`config.mk`:
```
export PLATFORM = sky130hd
export DESIGN_NAME = vibrance_rgb565_pixel_packer
export DESIGN_NICKNAME = d
export VERILOG_FILES = /design/src/design/vrp_pkg.sv /design/src/design/vibrance_rgb565_pixel_packer.sv /design/src/design/vrp_chan_push.sv
export VERILOG_INCLUDE_DIRS = /design/src /design/src/design
export SDC_FILE = /design/constraint.sdc
export NUM_CORES = 2
export LEC_CHECK = 0
export BUFFER_PORTS_ARGS = -buffer_cell sky130_fd_sc_hd__buf_2
export CORE_UTILIZATION = 45
export CTS_BUF_LIST = sky130_fd_sc_hd__clkbuf_4 sky130_fd_sc_hd__clkbuf_8
export DETAILED_ROUTE_END_ITERATION = 16
export MAX_ROUTING_LAYER = met4
export PLACE_DENSITY_LB_ADDON = 0.2
export REMOVE_ABC_BUFFERS = 1
export SYNTH_ARGS = -nofsm -noshare
export SYNTH_HDL_FRONTEND = slang
export SYNTH_SLANG_ARGS = --single-unit
```
`constraint.sdc`:
```
create_clock -name clk -period 7.2 [get_ports clk]
set_input_delay 1.08 -clock clk [delete_from_list [all_inputs] [get_ports clk]]
set_output_delay 1.08 -clock clk [all_outputs]
set_load 0.005 [all_outputs]
```
`src/design/vibrance_rgb565_pixel_packer_defines.svh`:
```
// ---------------------------------------------------------------------------
// vibrance rgb565 pixel packer: assertion macros
// concurrent checks clocked on clk; empty when SYNTHESIS is defined
// ---------------------------------------------------------------------------
`ifndef VIBRANCE_RGB565_PIXEL_PACKER_DEFINES_SVH
`define VIBRANCE_RGB565_PIXEL_PACKER_DEFINES_SVH

`ifndef SYNTHESIS

// check that is held off while reset is applied
`define VRP_ASSERT(lbl, prop) \
  lbl: assert property (@(posedge clk) disable iff (!rst_n) prop) \
    else $error("vrp check failed");

// check that also runs through reset
`define VRP_ASSERT_ALWAYS(lbl, prop) \
  lbl: assert property (@(posedge clk) prop) \
    else $error("vrp reset check failed");

`else

`define VRP_ASSERT(lbl, prop)
`define VRP_ASSERT_ALWAYS(lbl, prop)

`endif

`endif

```
`src/design/vrp_pkg.sv`:
```
// ---------------------------------------------------------------------------
// vrp_pkg
// shared types, constants and the rgb565 packing function for the
// vibrance pixel packer
// ---------------------------------------------------------------------------
package vrp_pkg;

  // chroma gate and weighting
  localparam int unsigned CHROMA_FLOOR = 24;
  localparam int unsigned CHROMA_SPAN  = 40;
  localparam int unsigned CHROMA_TOP   = CHROMA_FLOOR + CHROMA_SPAN;
  localparam int unsigned NEUTRAL_PCT  = 100;

  // integer luma weights, sum is 256
  localparam logic [15:0] LUMA_R = 16'd77;
  localparam logic [15:0] LUMA_G = 16'd150;
  localparam logic [15:0] LUMA_B = 16'd29;

  // saturation register reset value
  localparam logic [8:0] SAT_RESET = 9'd100;

  // reciprocal for divide by 40, exact for magnitudes below 2^15
  localparam logic [14:0] DIV40_MUL   = 15'd26215;
  localparam int unsigned DIV40_SHIFT = 20;

  // reciprocal for divide by 100, exact for magnitudes below 2^17
  localparam logic [17:0] DIV100_MUL   = 18'd167773;
  localparam int unsigned DIV100_SHIFT = 24;

  typedef logic [7:0]        chan_t;
  typedef logic signed [8:0] diff_t;
  typedef logic [8:0]        pct_t;

  // pixel carried down the pipeline next to the valid bits
  typedef struct packed {
    logic        bypass;
    chan_t [2:0] rgb;     // [2] red, [1] green, [0] blue
  } pix_t;

  // rgb565 word with its two bytes swapped
  function automatic logic [15:0] pack_swapped(chan_t r, chan_t g, chan_t b);
    logic [15:0] w;
    w = {r[7:3], g[7:2], b[7:3]};
    return {w[7:0], w[15:8]};
  endfunction

endpackage

```
`src/design/vibrance_rgb565_pixel_packer.sv`:
```
// ---------------------------------------------------------------------------
// vibrance_rgb565_pixel_packer
// chroma-weighted vibrance on one rgb888 pixel, packed to a byte-swapped
// rgb565 panel word
// ---------------------------------------------------------------------------
// out_valid is registered at the end of the valid_r shift chain, in step with the payload
// throughput: one pixel per clock, busy stays low, the result side never stalls
// depth is set by the two reciprocal divides, each behind its own multiplier
// reset (synchronous, rst_n low) empties the pipeline and sets saturation to 100
`include "vibrance_rgb565_pixel_packer_defines.svh"

module vibrance_rgb565_pixel_packer
  import vrp_pkg::*;
(
  input  logic        clk,
  input  logic        rst_n,
  input  logic        cfg_we,
  input  logic [8:0]  cfg_wdata,
  input  logic        start,
  output logic        busy,
  input  logic [7:0]  in_red_in,
  input  logic [7:0]  in_green_in,
  input  logic [7:0]  in_blue_in,
  output logic        out_valid,
  output logic [15:0] out_panel_word
);

  pct_t               sat_r;
  logic [8:1]         valid_r;
  pix_t               pix_r [1:8];

  chan_t              hi;
  chan_t              lo;
  chan_t              chroma;
  chan_t              wsub;
  logic               bypass_nxt;
  logic [5:0]         weight2_r;
  logic [15:0]        luma_sum;
  chan_t              luma2_r;

  logic signed [9:0]  sat_off;
  logic signed [16:0] wprod;
  logic signed [16:0] wprod_r;
  diff_t              diff3_r [3];
  chan_t              luma3_r;

  logic [14:0]        wmag;
  logic [29:0]        wquo;
  logic [8:0]         q4_r;
  logic               neg4_r;
  diff_t              diff4_r [3];
  chan_t              luma4_r;

  pct_t               eff5_r;
  diff_t              diff5_r [3];
  chan_t              luma5_r;

  chan_t              chan8 [3];
  logic               out_valid_r;
  logic [15:0]        out_word_r;
  logic [15:0]        out_word_nxt;

  // pipeline never holds off a beat
  assign busy = 1'b0;

  // saturation register
  always_ff @(posedge clk) begin
    if (!rst_n) begin
      sat_r <= SAT_RESET;
    end else if (cfg_we) begin
      sat_r <= cfg_wdata;
    end
  end

  // chroma, weight and bypass decision on stage 1
  always_comb begin
    hi = pix_r[1].rgb[2];
    lo = pix_r[1].rgb[2];
    if (pix_r[1].rgb[1] > hi) hi = pix_r[1].rgb[1];
    if (pix_r[1].rgb[0] > hi) hi = pix_r[1].rgb[0];
    if (pix_r[1].rgb[1] < lo) lo = pix_r[1].rgb[1];
    if (pix_r[1].rgb[0] < lo) lo = pix_r[1].rgb[0];
    chroma     = hi - lo;
    wsub       = chroma - 8'(CHROMA_FLOOR);
    bypass_nxt = (chroma <= 8'(CHROMA_FLOOR)) || (sat_r == 9'(NEUTRAL_PCT));
  end

  // integer luma
  assign luma_sum = {8'd0, pix_r[1].rgb[2]} * LUMA_R
                  + {8'd0, pix_r[1].rgb[1]} * LUMA_G
                  + {8'd0, pix_r[1].rgb[0]} * LUMA_B;

  // percent offset times weight
  assign sat_off = $signed({1'b0, sat_r}) - 10'sd100;
  assign wprod   = sat_off * $signed({1'b0, weight2_r});

  // divide by 40 toward zero
  assign wmag = wprod_r[16] ? 15'(-wprod_r) : wprod_r[14:0];
  assign wquo = {15'd0, wmag} * {15'd0, DIV40_MUL};

  // valid bits, cleared by reset
  always_ff @(posedge clk) begin
    if (!rst_n) begin
      valid_r     <= '0;
      out_valid_r <= 1'b0;
    end else begin
      valid_r     <= {valid_r[7:1], start & ~busy};
      out_valid_r <= valid_r[8];
    end
  end

  // payload stages
  always_ff @(posedge clk) begin
    pix_r[1].bypass <= 1'b0;
    pix_r[1].rgb    <= {in_red_in, in_green_in, in_blue_in};
    pix_r[2].bypass <= bypass_nxt;
    pix_r[2].rgb    <= pix_r[1].rgb;
    for (int i = 3; i <= 8; i++) begin
      pix_r[i] <= pix_r[i-1];
    end

    weight2_r <= (chroma > 8'(CHROMA_TOP)) ? 6'(CHROMA_SPAN) : wsub[5:0];
    luma2_r   <= luma_sum[15:8];

    wprod_r <= wprod;
    luma3_r <= luma2_r;
    for (int c = 0; c < 3; c++) begin
      diff3_r[c] <= $signed({1'b0, pix_r[2].rgb[c]}) - $signed({1'b0, luma2_r});
    end

    q4_r    <= wquo[DIV40_SHIFT +: 9];
    neg4_r  <= wprod_r[16];
    diff4_r <= diff3_r;
    luma4_r <= luma3_r;

    eff5_r  <= neg4_r ? (9'(NEUTRAL_PCT) - q4_r) : (9'(NEUTRAL_PCT) + q4_r);
    diff5_r <= diff4_r;
    luma5_r <= luma4_r;

    out_word_r <= out_word_nxt;
  end

  // one push unit per channel
  for (genvar c = 0; c < 3; c++) begin : g_chan
    vrp_chan_push u_push (
      .clk    (clk),
      .diff_i (diff5_r[c]),
      .eff_i  (eff5_r),
      .luma_i (luma5_r),
      .chan_o (chan8[c])
    );
  end

  // pick raw or pushed channels and pack
  always_comb begin
    if (pix_r[8].bypass) begin
      out_word_nxt = pack_swapped(pix_r[8].rgb[2], pix_r[8].rgb[1], pix_r[8].rgb[0]);
    end else begin
      out_word_nxt = pack_swapped(chan8[2], chan8[1], chan8[0]);
    end
  end

  assign out_valid      = out_valid_r;
  assign out_panel_word = out_word_r;

  // checks; the weight of a bypassed pixel is not limited, so its quotient is not
  `VRP_ASSERT(a_latency, out_valid_r |-> $past(valid_r[1], 8))
  `VRP_ASSERT(a_quot_range, (valid_r[4] && !pix_r[4].bypass) |-> (q4_r <= 9'd411))
  `VRP_ASSERT_ALWAYS(a_reset_empty, !rst_n |=> !out_valid_r)

endmodule

```
`src/design/vrp_chan_push.sv`:
```
// ---------------------------------------------------------------------------
// vrp_chan_push
// one color channel: scale its distance from luma by the effective percent,
// divide by 100 toward zero, add luma back and clamp to a byte
// ---------------------------------------------------------------------------
module vrp_chan_push
  import vrp_pkg::*;
(
  input  logic  clk,
  input  diff_t diff_i,   // channel minus luma
  input  pct_t  eff_i,    // effective percent
  input  chan_t luma_i,
  output chan_t chan_o
);

  logic signed [18:0] prod_full;
  logic signed [17:0] prod_r;
  chan_t              luma6_r;
  logic [16:0]        mag;
  logic [34:0]        quo_full;
  logic [10:0]        quo_r;
  logic               neg_r;
  chan_t              luma7_r;
  logic signed [11:0] quo_s;
  logic signed [11:0] sum;
  chan_t              chan_nxt;
  chan_t              chan_r;

  // scale the distance
  assign prod_full = diff_i * $signed({1'b0, eff_i});

  // divide magnitude by 100 with a reciprocal
  assign mag      = prod_r[17] ? 17'(-prod_r) : 17'(prod_r);
  assign quo_full = {18'd0, mag} * {17'd0, DIV100_MUL};

  // restore sign, add luma, clamp
  always_comb begin
    quo_s = $signed({1'b0, quo_r});
    if (neg_r) begin
      quo_s = -quo_s;
    end
    sum = $signed({4'd0, luma7_r}) + quo_s;
    if (sum < 0) begin
      chan_nxt = 8'd0;
    end else if (sum > 12'sd255) begin
      chan_nxt = 8'd255;
    end else begin
      chan_nxt = sum[7:0];
    end
  end

  // three payload stages, no reset needed
  always_ff @(posedge clk) begin
    prod_r  <= prod_full[17:0];
    luma6_r <= luma_i;
    quo_r   <= quo_full[DIV100_SHIFT +: 11];
    neg_r   <= prod_r[17];
    luma7_r <= luma6_r;
    chan_r  <= chan_nxt;
  end

  assign chan_o = chan_r;

endmodule

```
==> flow_summary.toml <==
[synth]
yosys_register_bits = 461
synth_cell_types = 76
syn_area_sq_mm = 0.04763
yosys_most_used_dff = "dfxtp_1"
synth_enable_flop_cells = 0
ys_warn_count = 0
synth_cells = 4762
synthMostInstantiatedCell = "inv_1"
async_flop_share = 0
yosysSeqAreaShare = 0.1938
synth_top_cell_by_area = "fa_1"
synthTopCellsByArea = "fa_1 27%, ha_1 24%, dfxtp_1 19%"
synth_common_cells = "1100 x inv_1, 901 x ha_1, 639 x fa_1"
avgSynthCellArea_sq_um = 10.00
yosysTopAreaCellShare = 0.2686

[cells_and_area]
multi_input_area_sq_mm = 0.03499
ff_latch_area_sq_mm = 0.009235
nNetsFinal = 6635
final_cells = 6502
drive_gt1_frac = 0.1209
nFillCells = 9616
areaGrowthSynthToFinish_pct = 13.45
final_core_util = 0.5184

[place]
gp_congestion = 0.8919
dp_cells = 6320
port_buffers = 53
dp_hpwl_microns = 83830

[route]
vias_per_cell = 4.815
drc = 0
post_drt_wl_per_cell_microns = 15.40
postRouteAntennaNets = 0
drtPass1Iterations = 7
num_vias = 31309
wirelength_microns = 100100
drtIter0Drc = 1178

[clock_tree]
clockBufferDepth = 3
clock_latency_ns = 0.67
cts_sinks = 461
h-tree-depth = 3
cts_tree = "done"
hold_buffers = 0
root_buffer = "clkbuf_8"
cts_made_buffers = 78
clk_pin_slew_worst_paths_ns = 0.06

[setup_path]
critPathTopFamily = "adder cells"
crit_slowest_cell = "fa_1"
crit_start = "g_chan[2].u_push.prod_r[7]"
worstSetupPathType = "register to register"
worst_setup_path_end_kind = "register"
start_kind = "register"
crit_path_max_fanout = 3
reg2reg_from = "g_chan[2].u_push.prod_r[7]"
required_ns = 7.74
cpPeakStageDelay_ns = 0.49
crit_arrival_ns = 7.63
critical_path.most_common_cell = "fa_1"
critPathBufInv = 5

[sta]
finalHoldViolations = 0
clock.fmax_mhz = 141.0
slew_violations = 0
tightest_slew_ns = 1.011
finalSetupTns_ns = 0
slew_headroom = 0.3250
fin_skew_ns = 0.03542
finalCritPeriodShare = 0.9850
rsz0062_at_grt = "yes"
period_needed_ns = 7.092
setup_violations = 0

[floorplan]
die_width_microns = 327.3
core-area_sq_mm = 0.1042
die_area_sq_mm = 0.1072
ios = 55
initial_core_util = 0.4570
die_height_microns = 327.3
rows = 118

[hold_path]
min-delay-start = "luma5_r[4]"
hp-class = "register to register"

[global_routing]
grt_max_degree = 28
grt_overflow_total = 0
grt_pass1_vias = 33247
grt_pass1_wl_microns = 167100
grt_usage = 0.2004
antenna_found_initial = 2

[status]
status = "completed"

[run]
drv_cap = 0
cell usage in the layout (no fill, tap or decap), drive strengths merged, types with 13 or more instances in the layout:
| cell | count |
|---|---|
| ha | 901 |
| fa | 639 |
| nand3 | 34 |
| a21oi | 160 |
| nand2 | 259 |
| inv | 1106 |
| and2 | 123 |
| mux2i | 15 |
| a21o | 69 |
| nand4 | 13 |
| o41ai | 13 |
| and3 | 14 |
| nand2b | 55 |
| nor3 | 42 |
| mux2 | 17 |
| o21ai | 95 |
| clkbuf | 114 |
| dfxtp | 461 |
| o31ai | 23 |
| buf | 279 |
| o21bai | 27 |
| or3 | 17 |
| o21a | 26 |
| xnor2 | 195 |
| nor2b | 56 |
| xor2 | 96 |
| nor2 | 132 |
path summary, 6_finish.rpt:
kind / end / slack, ns / cells past startpoint
worst max-delay path: g_chan[2].u_push.quo_r[10] / 0.11 / 30
worst min-delay path: g_chan[2].u_push.luma6_r[4] / 0.31 / 0
worst min register to register: g_chan[2].u_push.luma6_r[4] / 0.31 / 0
worst max register to register: g_chan[2].u_push.quo_r[10] / 0.11 / 30
routing by layer:
metal	wire [microns]	vias up	track usage	part of all wire
met1	49090	15171	0.2698	0.49
met3	3587	128	0.03052	0.036
met5	0	-	-	0
met4	2003	0	0.04490	0.020
li1	-	15591	-	-
met2	45460	419	0.3178	0.45
area by class of cell:
class / instances / area share
multi-input cells: 3137 / 0.6476
flip-flops and latches: 461 / 0.1709
inverters: 1101 / 0.07648
repair buffers: 279 / 0.03686
well taps: 1380 / 0.03195
clock buffers: 114 / 0.02730
clock inverters: 29 / 0.008914
diodes: 1 / 0.00004631
registers in the layout, indices dropped and copies added, names as in the netlist:
signal and count:
g_chan.u_push.luma7_r 8, out_panel_word 16, g_chan.u_push.quo_r 33, valid_r 8
luma3_r 8, diff3_r 27, diff5_r 27, luma5_r 8
g_chan.u_push.chan_o 16, out_valid 1, luma4_r 8, sat_r 9
eff5_r 9, weight2_r 6, luma2_r 8, q4_r 9
g_chan.u_push.luma6_r 8, diff4_r 27, g_chan.u_push.prod_r 54, wprod_r 16
g_chan.u_push.neg_r 3, pix_r 151, neg4_r 1
cell families after synthesis:
family / count (synthesis) / synth area share
compound gates: 490 / 0.06641
xor+xnor: 291 / 0.05422
flops: 461 / 0.1938
fa+ha+maj: 1540 / 0.5052
simple gates: 783 / 0.08130
mux: 32 / 0.007171
buf+inv: 1164 / 0.09183
other cells: 1 / 0.00007873
repair_timing:
| action | in CTS | in global routing |
|---|---|---|
| resized for setup | 45 | 154 |
| setup buffers | 34 | 14 |
| pin swaps | 44 | 74 |
| endpoints found under the setup margin | 16 | 32 |
through the flow:
step / instance area [sq um] / hold WS (ns) / setup slack [ns]
2_1_floorplan: 47390 / 0.3096 / -0.1751
3_3_place_gp: 50790 / 0.3104 / -0.3605
3_5_place_dp: 50790 / 0.3121 / -0.3757
4_1_cts: 53250 / 0.3138 / -0.01084
5_1_grt: 54040 / 0.3215 / -0.2850
6_report: 54040 / 0.3138 / 0.1084
Power is left out: the tool's default activity adds up to more than one toggle a clock period on the data nets, which glitch-free logic cannot reach.
